==> config.mk <==
export PLATFORM = sky130hd
export DESIGN_NAME = duration_string_to_seconds_flat
export DESIGN_NICKNAME = d
export VERILOG_FILES = /design/src/hdl/dsts_pkg.sv /design/src/hdl/dsts_if.sv /design/src/hdl/dsts_lane.sv /design/src/hdl/dsts_commit.sv /design/src/hdl/duration_string_to_seconds.sv /design/src/flat_wrapper.sv
export SDC_FILE = /design/constraint.sdc
export NUM_CORES = 2
export LEC_CHECK = 0
export ABC_CLOCK_PERIOD_IN_PS = 7000
export BUFFER_PORTS_ARGS = -buffer_cell sky130_fd_sc_hd__buf_4
export CAP_MARGIN = 20
export CELL_PAD_IN_SITES_DETAIL_PLACEMENT = 1
export CELL_PAD_IN_SITES_GLOBAL_PLACEMENT = 1
export CORE_MARGIN = 3
export CORE_UTILIZATION = 40
export DETAILED_ROUTE_END_ITERATION = 10
export PLACE_DENSITY = 0.7
export SLEW_MARGIN = 20
export SYNTH_ARGS = -nofsm -noshare
export SYNTH_HDL_FRONTEND = slang
export SYNTH_SLANG_ARGS = --single-unit
==> constraint.sdc <==
create_clock -name clk_i -period 7 [get_ports clk_i]
set_input_delay 0.7 -clock clk_i [delete_from_list [all_inputs] [get_ports clk_i]]
set_output_delay 0.7 -clock clk_i [all_outputs]
set_load 0.01 [all_outputs]
==> src/hdl/dsts_pkg.sv <==
package dsts_pkg;

  localparam int unsigned ValW     = 63;
  localparam int unsigned NumUnits = 5;
  localparam int unsigned WeightW  = 25;
  localparam int unsigned WideW    = ValW + 5;
  localparam int unsigned ProdW    = WeightW + 4;

  typedef logic [ValW-1:0]    val_t;
  typedef logic [WeightW-1:0] weight_t;
  typedef logic [2:0]         unit_idx_t;

  localparam val_t MaxVal = '1;

  // Unit and digit characters in ASCII.
  localparam logic [7:0] CharS    = 8'h73;
  localparam logic [7:0] CharM    = 8'h6d;
  localparam logic [7:0] CharH    = 8'h68;
  localparam logic [7:0] CharD    = 8'h64;
  localparam logic [7:0] CharY    = 8'h79;
  localparam logic [7:0] CharZero = 8'h30;
  localparam logic [7:0] CharNine = 8'h39;

  localparam unit_idx_t UnitSec  = 3'd0;
  localparam unit_idx_t UnitMin  = 3'd1;
  localparam unit_idx_t UnitHour = 3'd2;
  localparam unit_idx_t UnitDay  = 3'd3;
  localparam unit_idx_t UnitYear = 3'd4;

  typedef enum logic [1:0] {
    ErrNone   = 2'd0,
    ErrFormat = 2'd1,
    ErrUnit   = 2'd2,
    ErrOvf    = 2'd3
  } err_e;

  // One scaled accumulator: the current number times one unit weight.
  typedef struct packed {
    val_t scaled;
    logic big;
  } lane_t;

  typedef struct packed {
    logic      known;
    unit_idx_t idx;
  } unit_sel_t;

  function automatic weight_t unit_weight(unit_idx_t idx);
    weight_t w;
    unique case (idx)
      UnitSec:  w = weight_t'(1);
      UnitMin:  w = weight_t'(60);
      UnitHour: w = weight_t'(3600);
      UnitDay:  w = weight_t'(86400);
      UnitYear: w = weight_t'(31536000);
      default:  w = '0;
    endcase
    return w;
  endfunction

  function automatic unit_sel_t unit_lookup(logic [7:0] c);
    unit_sel_t s;
    s.known = 1'b1;
    unique case (c)
      CharS:   s.idx = UnitSec;
      CharM:   s.idx = UnitMin;
      CharH:   s.idx = UnitHour;
      CharD:   s.idx = UnitDay;
      CharY:   s.idx = UnitYear;
      default: begin
        s.known = 1'b0;
        s.idx   = UnitSec;
      end
    endcase
    return s;
  endfunction

endpackage

==> src/hdl/dsts_if.sv <==
interface dsts_in_if;
  logic       valid;
  logic       ready;
  logic [7:0] ch;
  logic       last;

  modport source (output valid, output ch, output last, input ready);
  modport sink (input valid, input ch, input last, output ready);
endinterface

interface dsts_out_if;
  logic                valid;
  logic                ready;
  dsts_pkg::val_t      seconds;
  logic [1:0]          error;

  modport source (output valid, output seconds, output error, input ready);
  modport sink (input valid, input seconds, input error, output ready);
endinterface

==> src/hdl/dsts_lane.sv <==
module dsts_lane (
  input  logic                  clk_i,
  input  logic                  rst_ni,
  input  logic                  en_i,
  input  logic                  clear_i,
  input  logic                  digit_i,
  input  logic                  drop_i,
  input  logic [3:0]            digit_val_i,
  input  dsts_pkg::weight_t     weight_i,
  output dsts_pkg::lane_t       lane_o,
  output logic                  ovf_o
);

  dsts_pkg::lane_t                  lane_q, lane_d;
  dsts_pkg::val_t                   base;
  logic                             base_big;
  logic [dsts_pkg::ProdW-1:0]       digit_prod;
  logic [dsts_pkg::WideW-1:0]       wide;

  // A new number starts when a digit follows a unit, so the old value is dropped.
  assign base       = drop_i ? '0 : lane_q.scaled;
  assign base_big   = drop_i ? 1'b0 : lane_q.big;
  assign digit_prod = dsts_pkg::ProdW'(digit_val_i) * dsts_pkg::ProdW'(weight_i);
  assign wide       = (dsts_pkg::WideW'(base) << 3) + (dsts_pkg::WideW'(base) << 1)
                    + dsts_pkg::WideW'(digit_prod);
  assign ovf_o      = base_big | (|wide[dsts_pkg::WideW-1:dsts_pkg::ValW]);

  always_comb begin
    lane_d = lane_q;
    if (clear_i) begin
      lane_d = '0;
    end else if (digit_i) begin
      lane_d.scaled = wide[dsts_pkg::ValW-1:0];
      lane_d.big    = ovf_o;
    end
  end

  always_ff @(posedge clk_i or negedge rst_ni) begin
    if (!rst_ni) begin
      lane_q <= '0;
    end else if (en_i) begin
      lane_q <= lane_d;
    end
  end

  assign lane_o = lane_q;

endmodule

==> src/hdl/dsts_commit.sv <==
module dsts_commit (
  input  dsts_pkg::lane_t [dsts_pkg::NumUnits-1:0] lanes_i,
  input  dsts_pkg::val_t                           total_i,
  input  dsts_pkg::err_e                           err_i,
  input  logic [7:0]                               unit_char_i,
  input  logic                                     unit_ok_i,
  output dsts_pkg::val_t                           total_o,
  output dsts_pkg::err_e                           err_o
);

  dsts_pkg::unit_sel_t sel;
  dsts_pkg::lane_t     picked;
  logic [dsts_pkg::ValW:0] sum;

  assign sel    = dsts_pkg::unit_lookup(unit_char_i);
  assign picked = lanes_i[sel.idx];
  assign sum    = {1'b0, total_i} + {1'b0, picked.scaled};

  // The pair adds to the total only if no error is pending yet.
  always_comb begin
    total_o = total_i;
    err_o   = err_i;
    priority if (err_i != dsts_pkg::ErrNone) begin
      err_o = err_i;
    end else if (!unit_ok_i || !sel.known) begin
      err_o = dsts_pkg::ErrUnit;
    end else if (picked.big || sum[dsts_pkg::ValW]) begin
      err_o = dsts_pkg::ErrOvf;
    end else begin
      total_o = sum[dsts_pkg::ValW-1:0];
    end
  end

endmodule

==> src/hdl/duration_string_to_seconds.sv <==
// Duration string to seconds converter.
// Bytes of a string such as "1d2h30m" arrive on in_i, one word per cycle
// while in_i is ready, with last marking the final byte. For each string
// exactly one word leaves on out_o, taken from the final byte: the total in
// seconds and an error code (0 ok, 1 malformed, 2 unknown unit, 3 overflow);
// seconds is zero on error. Units are s, m, h, d and y. Values never wrap:
// overflow is reported instead. A byte taken from in_i waits in the input
// register; when it moves on, its effect reaches the string state and, for a
// final byte, the output register, which then offers the result.
// Throughput: one byte per cycle across string boundaries while out_o is ready.
// The rate is set by the single update of the number and total registers;
// every unit weight keeps its own scaled copy of the current number, so a
// pair is committed with one add and compare.
// When out_o stalls, the held result stays put; bytes that are not final keep
// flowing, and a second final byte waits in the input register until the
// output register frees up.
// Reset clears the string state, the input stage and the output valid.
module duration_string_to_seconds (
  input  logic       clk_i,
  input  logic       rst_ni,
  dsts_in_if.sink    in_i,
  dsts_out_if.source out_o
);

  // Input register.
  logic       s1_valid_q, s1_valid_d;
  logic [7:0] s1_ch_q;
  logic       s1_last_q;
  logic       advance;
  logic       in_take;

  // String state.
  logic           digits_seen_q, digits_seen_d;
  logic           in_unit_q, in_unit_d;
  logic [7:0]     unit_char_q, unit_char_d;
  logic [1:0]     unit_len_q, unit_len_d;
  dsts_pkg::val_t total_q, total_d;
  dsts_pkg::err_e pend_q, pend_d;

  // Output register.
  logic           out_valid_q, out_valid_d;
  dsts_pkg::val_t seconds_q, seconds_d;
  dsts_pkg::err_e error_q, error_d;

  logic       is_digit;
  logic [3:0] digit_val;

  dsts_pkg::lane_t [dsts_pkg::NumUnits-1:0] lanes;
  logic [dsts_pkg::NumUnits-1:0]            lane_ovf;

  // Commit port.
  dsts_pkg::err_e cm_err_in, cm_err;
  dsts_pkg::val_t cm_total;
  logic [7:0]     cm_char;
  logic           cm_ok;
  dsts_pkg::err_e pend_mid;

  // A byte that is not final always moves on. A final byte needs the output
  // register to be empty or being emptied in this cycle.
  assign advance  = s1_valid_q && (!s1_last_q || !out_valid_q || out_o.ready);
  assign in_i.ready = !s1_valid_q || advance;
  assign in_take  = in_i.valid && in_i.ready;

  assign is_digit  = (s1_ch_q >= dsts_pkg::CharZero) && (s1_ch_q <= dsts_pkg::CharNine);
  assign digit_val = s1_ch_q[3:0];

  for (genvar g = 0; g < dsts_pkg::NumUnits; g++) begin : g_lane
    dsts_lane u_lane (
      .clk_i       (clk_i),
      .rst_ni      (rst_ni),
      .en_i        (advance),
      .clear_i     (s1_last_q),
      .digit_i     (is_digit),
      .drop_i      (in_unit_q),
      .digit_val_i (digit_val),
      .weight_i    (dsts_pkg::unit_weight(dsts_pkg::unit_idx_t'(g))),
      .lane_o      (lanes[g]),
      .ovf_o       (lane_ovf[g])
    );
  end

  // A pair is committed either at a digit that follows a unit, or at a final
  // byte that opens a one-character unit. In the second case a leading
  // non-digit has to be flagged before the commit sees the pending error.
  always_comb begin
    if (is_digit) begin
      cm_err_in = pend_q;
      cm_char   = unit_char_q;
      cm_ok     = (unit_len_q == 2'd1);
    end else begin
      cm_err_in = digits_seen_q ? pend_q : dsts_pkg::ErrFormat;
      cm_char   = s1_ch_q;
      cm_ok     = 1'b1;
    end
  end

  dsts_commit u_commit (
    .lanes_i     (lanes),
    .total_i     (total_q),
    .err_i       (cm_err_in),
    .unit_char_i (cm_char),
    .unit_ok_i   (cm_ok),
    .total_o     (cm_total),
    .err_o       (cm_err)
  );

  assign pend_mid = in_unit_q ? cm_err : pend_q;

  always_comb begin
    digits_seen_d = digits_seen_q;
    in_unit_d     = in_unit_q;
    unit_char_d   = unit_char_q;
    unit_len_d    = unit_len_q;
    total_d       = total_q;
    pend_d        = pend_q;
    seconds_d     = seconds_q;
    error_d       = error_q;

    if (s1_last_q) begin
      // A string must end in a single-character unit that this byte opens.
      if (!is_digit && !in_unit_q) begin
        error_d = cm_err;
      end else begin
        error_d = dsts_pkg::ErrFormat;
      end
      seconds_d     = (error_d == dsts_pkg::ErrNone) ? cm_total : '0;
      digits_seen_d = 1'b0;
      in_unit_d     = 1'b0;
      unit_char_d   = '0;
      unit_len_d    = '0;
      total_d       = '0;
      pend_d        = dsts_pkg::ErrNone;
    end else if (is_digit) begin
      if (in_unit_q) begin
        total_d = cm_total;
      end
      // The lane for seconds holds the plain number, so its overflow is the
      // overflow of the number itself.
      pend_d        = (pend_mid == dsts_pkg::ErrNone && lane_ovf[dsts_pkg::UnitSec])
                    ? dsts_pkg::ErrOvf : pend_mid;
      digits_seen_d = 1'b1;
      in_unit_d     = 1'b0;
      unit_char_d   = '0;
      unit_len_d    = '0;
    end else if (!in_unit_q) begin
      if (!digits_seen_q) begin
        pend_d = dsts_pkg::ErrFormat;
      end
      in_unit_d   = 1'b1;
      unit_char_d = s1_ch_q;
      unit_len_d  = 2'd1;
    end else if (unit_len_q != 2'd2) begin
      unit_len_d = unit_len_q + 2'd1;
    end
  end

  always_comb begin
    if (in_take) begin
      s1_valid_d = 1'b1;
    end else if (advance) begin
      s1_valid_d = 1'b0;
    end else begin
      s1_valid_d = s1_valid_q;
    end

    if (advance && s1_last_q) begin
      out_valid_d = 1'b1;
    end else if (out_o.ready) begin
      out_valid_d = 1'b0;
    end else begin
      out_valid_d = out_valid_q;
    end
  end

  always_ff @(posedge clk_i or negedge rst_ni) begin
    if (!rst_ni) begin
      s1_valid_q    <= 1'b0;
      out_valid_q   <= 1'b0;
      digits_seen_q <= 1'b0;
      in_unit_q     <= 1'b0;
      unit_char_q   <= '0;
      unit_len_q    <= '0;
      total_q       <= '0;
      pend_q        <= dsts_pkg::ErrNone;
    end else begin
      s1_valid_q  <= s1_valid_d;
      out_valid_q <= out_valid_d;
      if (advance) begin
        digits_seen_q <= digits_seen_d;
        in_unit_q     <= in_unit_d;
        unit_char_q   <= unit_char_d;
        unit_len_q    <= unit_len_d;
        total_q       <= total_d;
        pend_q        <= pend_d;
      end
    end
  end

  // Payload registers.
  always_ff @(posedge clk_i) begin
    if (in_take) begin
      s1_ch_q   <= in_i.ch;
      s1_last_q <= in_i.last;
    end
    if (advance && s1_last_q) begin
      seconds_q <= seconds_d;
      error_q   <= error_d;
    end
  end

  assign out_o.valid   = out_valid_q;
  assign out_o.seconds = seconds_q;
  assign out_o.error   = error_q;

`ifndef SYNTHESIS
  // A reported error never comes with a nonzero total.
  a_err_zero: assert property (@(posedge clk_i) disable iff (!rst_ni)
    (out_valid_q && error_q != dsts_pkg::ErrNone) |-> (seconds_q == '0))
    else $error("nonzero seconds with an error");

  // The unit flag and the unit length agree.
  a_unit_len: assert property (@(posedge clk_i) disable iff (!rst_ni)
    in_unit_q == (unit_len_q == 2'd1 || unit_len_q == 2'd2))
    else $error("unit flag and unit length disagree");

  // After a final byte the string state is clear again.
  a_clear: assert property (@(posedge clk_i) disable iff (!rst_ni)
    (advance && s1_last_q) |=>
      (!in_unit_q && !digits_seen_q && total_q == '0 && pend_q == dsts_pkg::ErrNone))
    else $error("string state not cleared after final byte");
`endif

endmodule
==> src/flat_wrapper.sv <==
// flat-port wrapper written by rule: the top's interface ports become plain ports
module duration_string_to_seconds_flat 
  (clk_i, rst_ni, in_i_valid, in_i_ch, in_i_last, in_i_ready, out_o_valid, out_o_seconds, out_o_error, out_o_ready);
  dsts_in_if in_i_i ();
  dsts_out_if out_o_i ();
  input  logic clk_i;
  input  logic rst_ni;
  input wire logic [$bits(in_i_i.valid)-1:0] in_i_valid;
  input wire logic [$bits(in_i_i.ch)-1:0] in_i_ch;
  input wire logic [$bits(in_i_i.last)-1:0] in_i_last;
  output wire logic [$bits(in_i_i.ready)-1:0] in_i_ready;
  output wire logic [$bits(out_o_i.valid)-1:0] out_o_valid;
  output wire logic [$bits(out_o_i.seconds)-1:0] out_o_seconds;
  output wire logic [$bits(out_o_i.error)-1:0] out_o_error;
  input wire logic [$bits(out_o_i.ready)-1:0] out_o_ready;
  assign in_i_i.valid = in_i_valid;
  assign in_i_i.ch = in_i_ch;
  assign in_i_i.last = in_i_last;
  assign in_i_ready = in_i_i.ready;
  assign out_o_valid = out_o_i.valid;
  assign out_o_seconds = out_o_i.seconds;
  assign out_o_error = out_o_i.error;
  assign out_o_i.ready = out_o_ready;
  duration_string_to_seconds u_core (.clk_i(clk_i), .rst_ni(rst_ni), .in_i(in_i_i), .out_o(out_o_i));
endmodule
==> run metrics <==
Routed Wire Length=177,000 um; Unique masters post-synth=90; Max VDD drop=230 uV; FMAX=146 MHz; I/O Pins=80; largest net degree at the start of global routing=196; CP startpoint kind=flop; PD cells=164 nW/um2; n_diodes=0; DR iter-0 viols=2,901; Fin Setup TNS=0 ps; Slew Viols, Final=0; initial antenna violation count=4; setup violators final=0; first-pass GRT wire length=272,000 um; clk_skew=71.9 ps; relative slew slack=27.6%; Clock transition at path regs=60 ps; number of remaining DRC errors=0; detailed-placement wirelength estimate=137,000 um; YS warnings=0; final period utilization=97.5%; commonest non-fill, non-tap cells in the layout=nand2_1, ha_1, o21ai_0; share of the synthesized area in the top cell type=19.8%; Crit path required time=7460 ps; Num Clock Sinks=443; Syn Nets=6,527; CTS root buffer=clkbuf_16; Total Routing Usage GR=28.6%; worst min-delay path class=in -> async; crit end category=flop; Die H=347 um; Placer Congestion=0.930; Top delay family on crit path=simple AND/OR/NAND/NOR gates; Die Area=120,000 um2; CTS tree=yes; hold_ws=17.0 ps; initial core utilization=40.5%; Vias=43,609; syn avg cell area=8.01 um2; CP arrival=7290 ps; number of global-route vias before repair=44,906; critical path type=reg -> reg; drt wl/cell=24.0 um; synth top area cells=dfrtp_1, ha_1, nand2_1; Worst Path Buf+Inv=4; Final Hold Fails=0; GR Overflow Total=0; cell area after synthesis=46,500 um2; via/cell ratio=5.90; deepest clock path buffer count=3; Cell Rows=124; cell taking the most area after synthesis=dfrtp_1; CTS Buf Count=59; Worst-Skew Late Latency=730 ps; critical-path maximum fanout=63; Synth Instances=5,810; Hold-fix buffers, CTS=0; FILL cells=13,962; H-tree levels=2; top_reg_cell synth=dfrtp_1; Worst Tran Pin Value=1080 ps; antenna-violating nets left=0; crit-path most repeated cell=nand3_1; synth-to-layout area growth=11.3%; Post-synth EDFFs=74; sequential share of the synthesized area=24.6%; footprint of the multi-input gates=33,200 um2; core area=115,000 um2; Die X=347 um; CP max stage cell=or4_2; nets=6,543; unrepaired setup endpoints after global routing=true; register area=11,500 um2; run status=complete, no violations; Final min period=6830 ps; Leak=25.1 nW; Async S/R FF share, synth=83.3%; 1st-pass router iterations=5; slowest stage delay, CP=600 ps; max-cap violation count=0; port bufs=79; #FFs+latches synth=443; layout cells sized above 1=7.78%; most common cell after layout, fill and taps aside=nand2_1
[repair_timing]
action / 4_1_cts / 5_1_grt
setup endpoints to repair: 121 / 146
gates cloned: 0 / 3
buffers inserted: 0 / 6
resized for setup: 4 / 71
pin swaps: 1 / 6
[path summary, 6_finish.rpt]
kind,from,end,slack [ps],cells after the start
max,u_core.s1_ch_q[2],u_core.out_o.seconds[14],170,25
min,rst_ni,u_core.g_lane[3].u_lane.lane_o[34],20,1
max reg2reg,u_core.s1_ch_q[2],u_core.out_o.seconds[14],170,25
min reg2reg,u_core.unit_char_q[6],u_core.unit_char_q[6],490,2
max in group asynchronous,rst_ni,u_core.total_q[40],5620,2
min in group clk_i,in_i_last,u_core.s1_last_q,180,1
[flip-flops by register name, indices dropped and copies added, names as in the netlist]
register / count
u_core.out_o.valid: 1
u_core.s1_ch_q: 8
u_core.unit_char_q: 8
u_core.unit_len_q: 2
u_core.out_o.seconds: 63
u_core.s1_last_q: 1
u_core.g_lane.u_lane.lane_o: 290
u_core.digits_seen_q: 1
u_core.in_unit_q: 1
u_core.total_q: 63
u_core.s1_valid_q: 1
u_core.pend_q: 2
u_core.out_o.error: 2
[power breakdown]
part / total (W) / switching [W] / internal [W] / leakage [nW]
Clock: 0.00327 / 0.00138 / 0.00189 / 0.987
Sequential: 0.00292 / 0.000180 / 0.00274 / 5.81
Combinational: 0.00230 / 0.00143 / 0.000876 / 18.3
Total: 0.00849 / 0.00299 / 0.00550 / 25.1
[final cells by class]
cell class                 instances  share of cell area, %
inverter                         278                   2.01
sequential                       443                   22.1
multi-input combinational       4798                   64.1
timing repair buffer             246                   4.19
clock inverter                    33                  0.836
clock buffer                      77                   3.12
tap                             1512                   3.65
[cells by family after synthesis]
| group | synth area share [%] |
|---|---|
| simple gates | 20.3 |
| fa+ha+maj | 19.9 |
| flops | 24.6 |
| buf+inv | 4.67 |
| xor+xnor | 6.38 |
| compound gates | 24.0 |
| mux | 0.196 |
[stage by stage]
step | instance area [um2] | util (%) | power (W) | setup slack, ps | cells
floorplan | 46500 | - | 0.00444 | 441 | 5810
global placement | 49400 | 43.0 | 0.00516 | -111 | 7269
detailed placement | 49400 | 43.0 | 0.00522 | -259 | 7269
CTS | 51400 | 44.8 | 0.00853 | 69.9 | 7378
global route | 51800 | 45.1 | 0.00894 | -27.9 | 7387
finish | 51800 | 45.1 | 0.00849 | 173 | 7387
[layer usage]
metal | global-route usage, % | vias up | part of all wire [%]
li1 | - | 20810 | -
met1 | 40.0 | 21731 | 47
met2 | 46.8 | 847 | 46
met3 | 3.54 | 219 | 4.3
met4 | 7.19 | 2 | 2.7
met5 | 0 | - | 0.0073
[synth_stat cells, drive strengths merged, types with 10 or more instances]
| cell type | n |
|---|---|
| a31o | 10 |
| nand2 | 833 |
| and2 | 18 |
| nor2b | 289 |
| a211oi | 58 |
| o21ai | 533 |
| xnor2 | 181 |
| a41oi | 10 |
| o21bai | 72 |
| and4 | 14 |
| nand3b | 15 |
| nor3 | 61 |
| o21a | 55 |
| a221oi | 11 |
| xor2 | 158 |
| nand4 | 75 |
| and3 | 40 |
| or2 | 12 |
| a22o | 62 |
| nand2b | 77 |
| o31ai | 59 |
| nor4 | 11 |
| buf | 25 |
| nand3 | 237 |
| ha | 647 |
| inv | 278 |
| a31oi | 43 |
| edfxtp | 74 |
| a21oi | 473 |
| o211ai | 22 |
| o41ai | 19 |
| dfrtp | 369 |
| fa | 57 |
| a21o | 222 |
| clkbuf | 266 |
| a2111oi | 15 |
| or3 | 21 |
| nor2 | 238 |
| a21boi | 13 |
[worst register-to-register path, delay by kind of cell, from the launching register on]
kind,cells,cell delay [ps]
adders and majority gates,2,570
buffers and inverters,4,890
and+or+nand+nor,12,3060
DFF,1,470
AOI/OAI and AO/OA,7,1640
(Power assumes the default switching activity.)
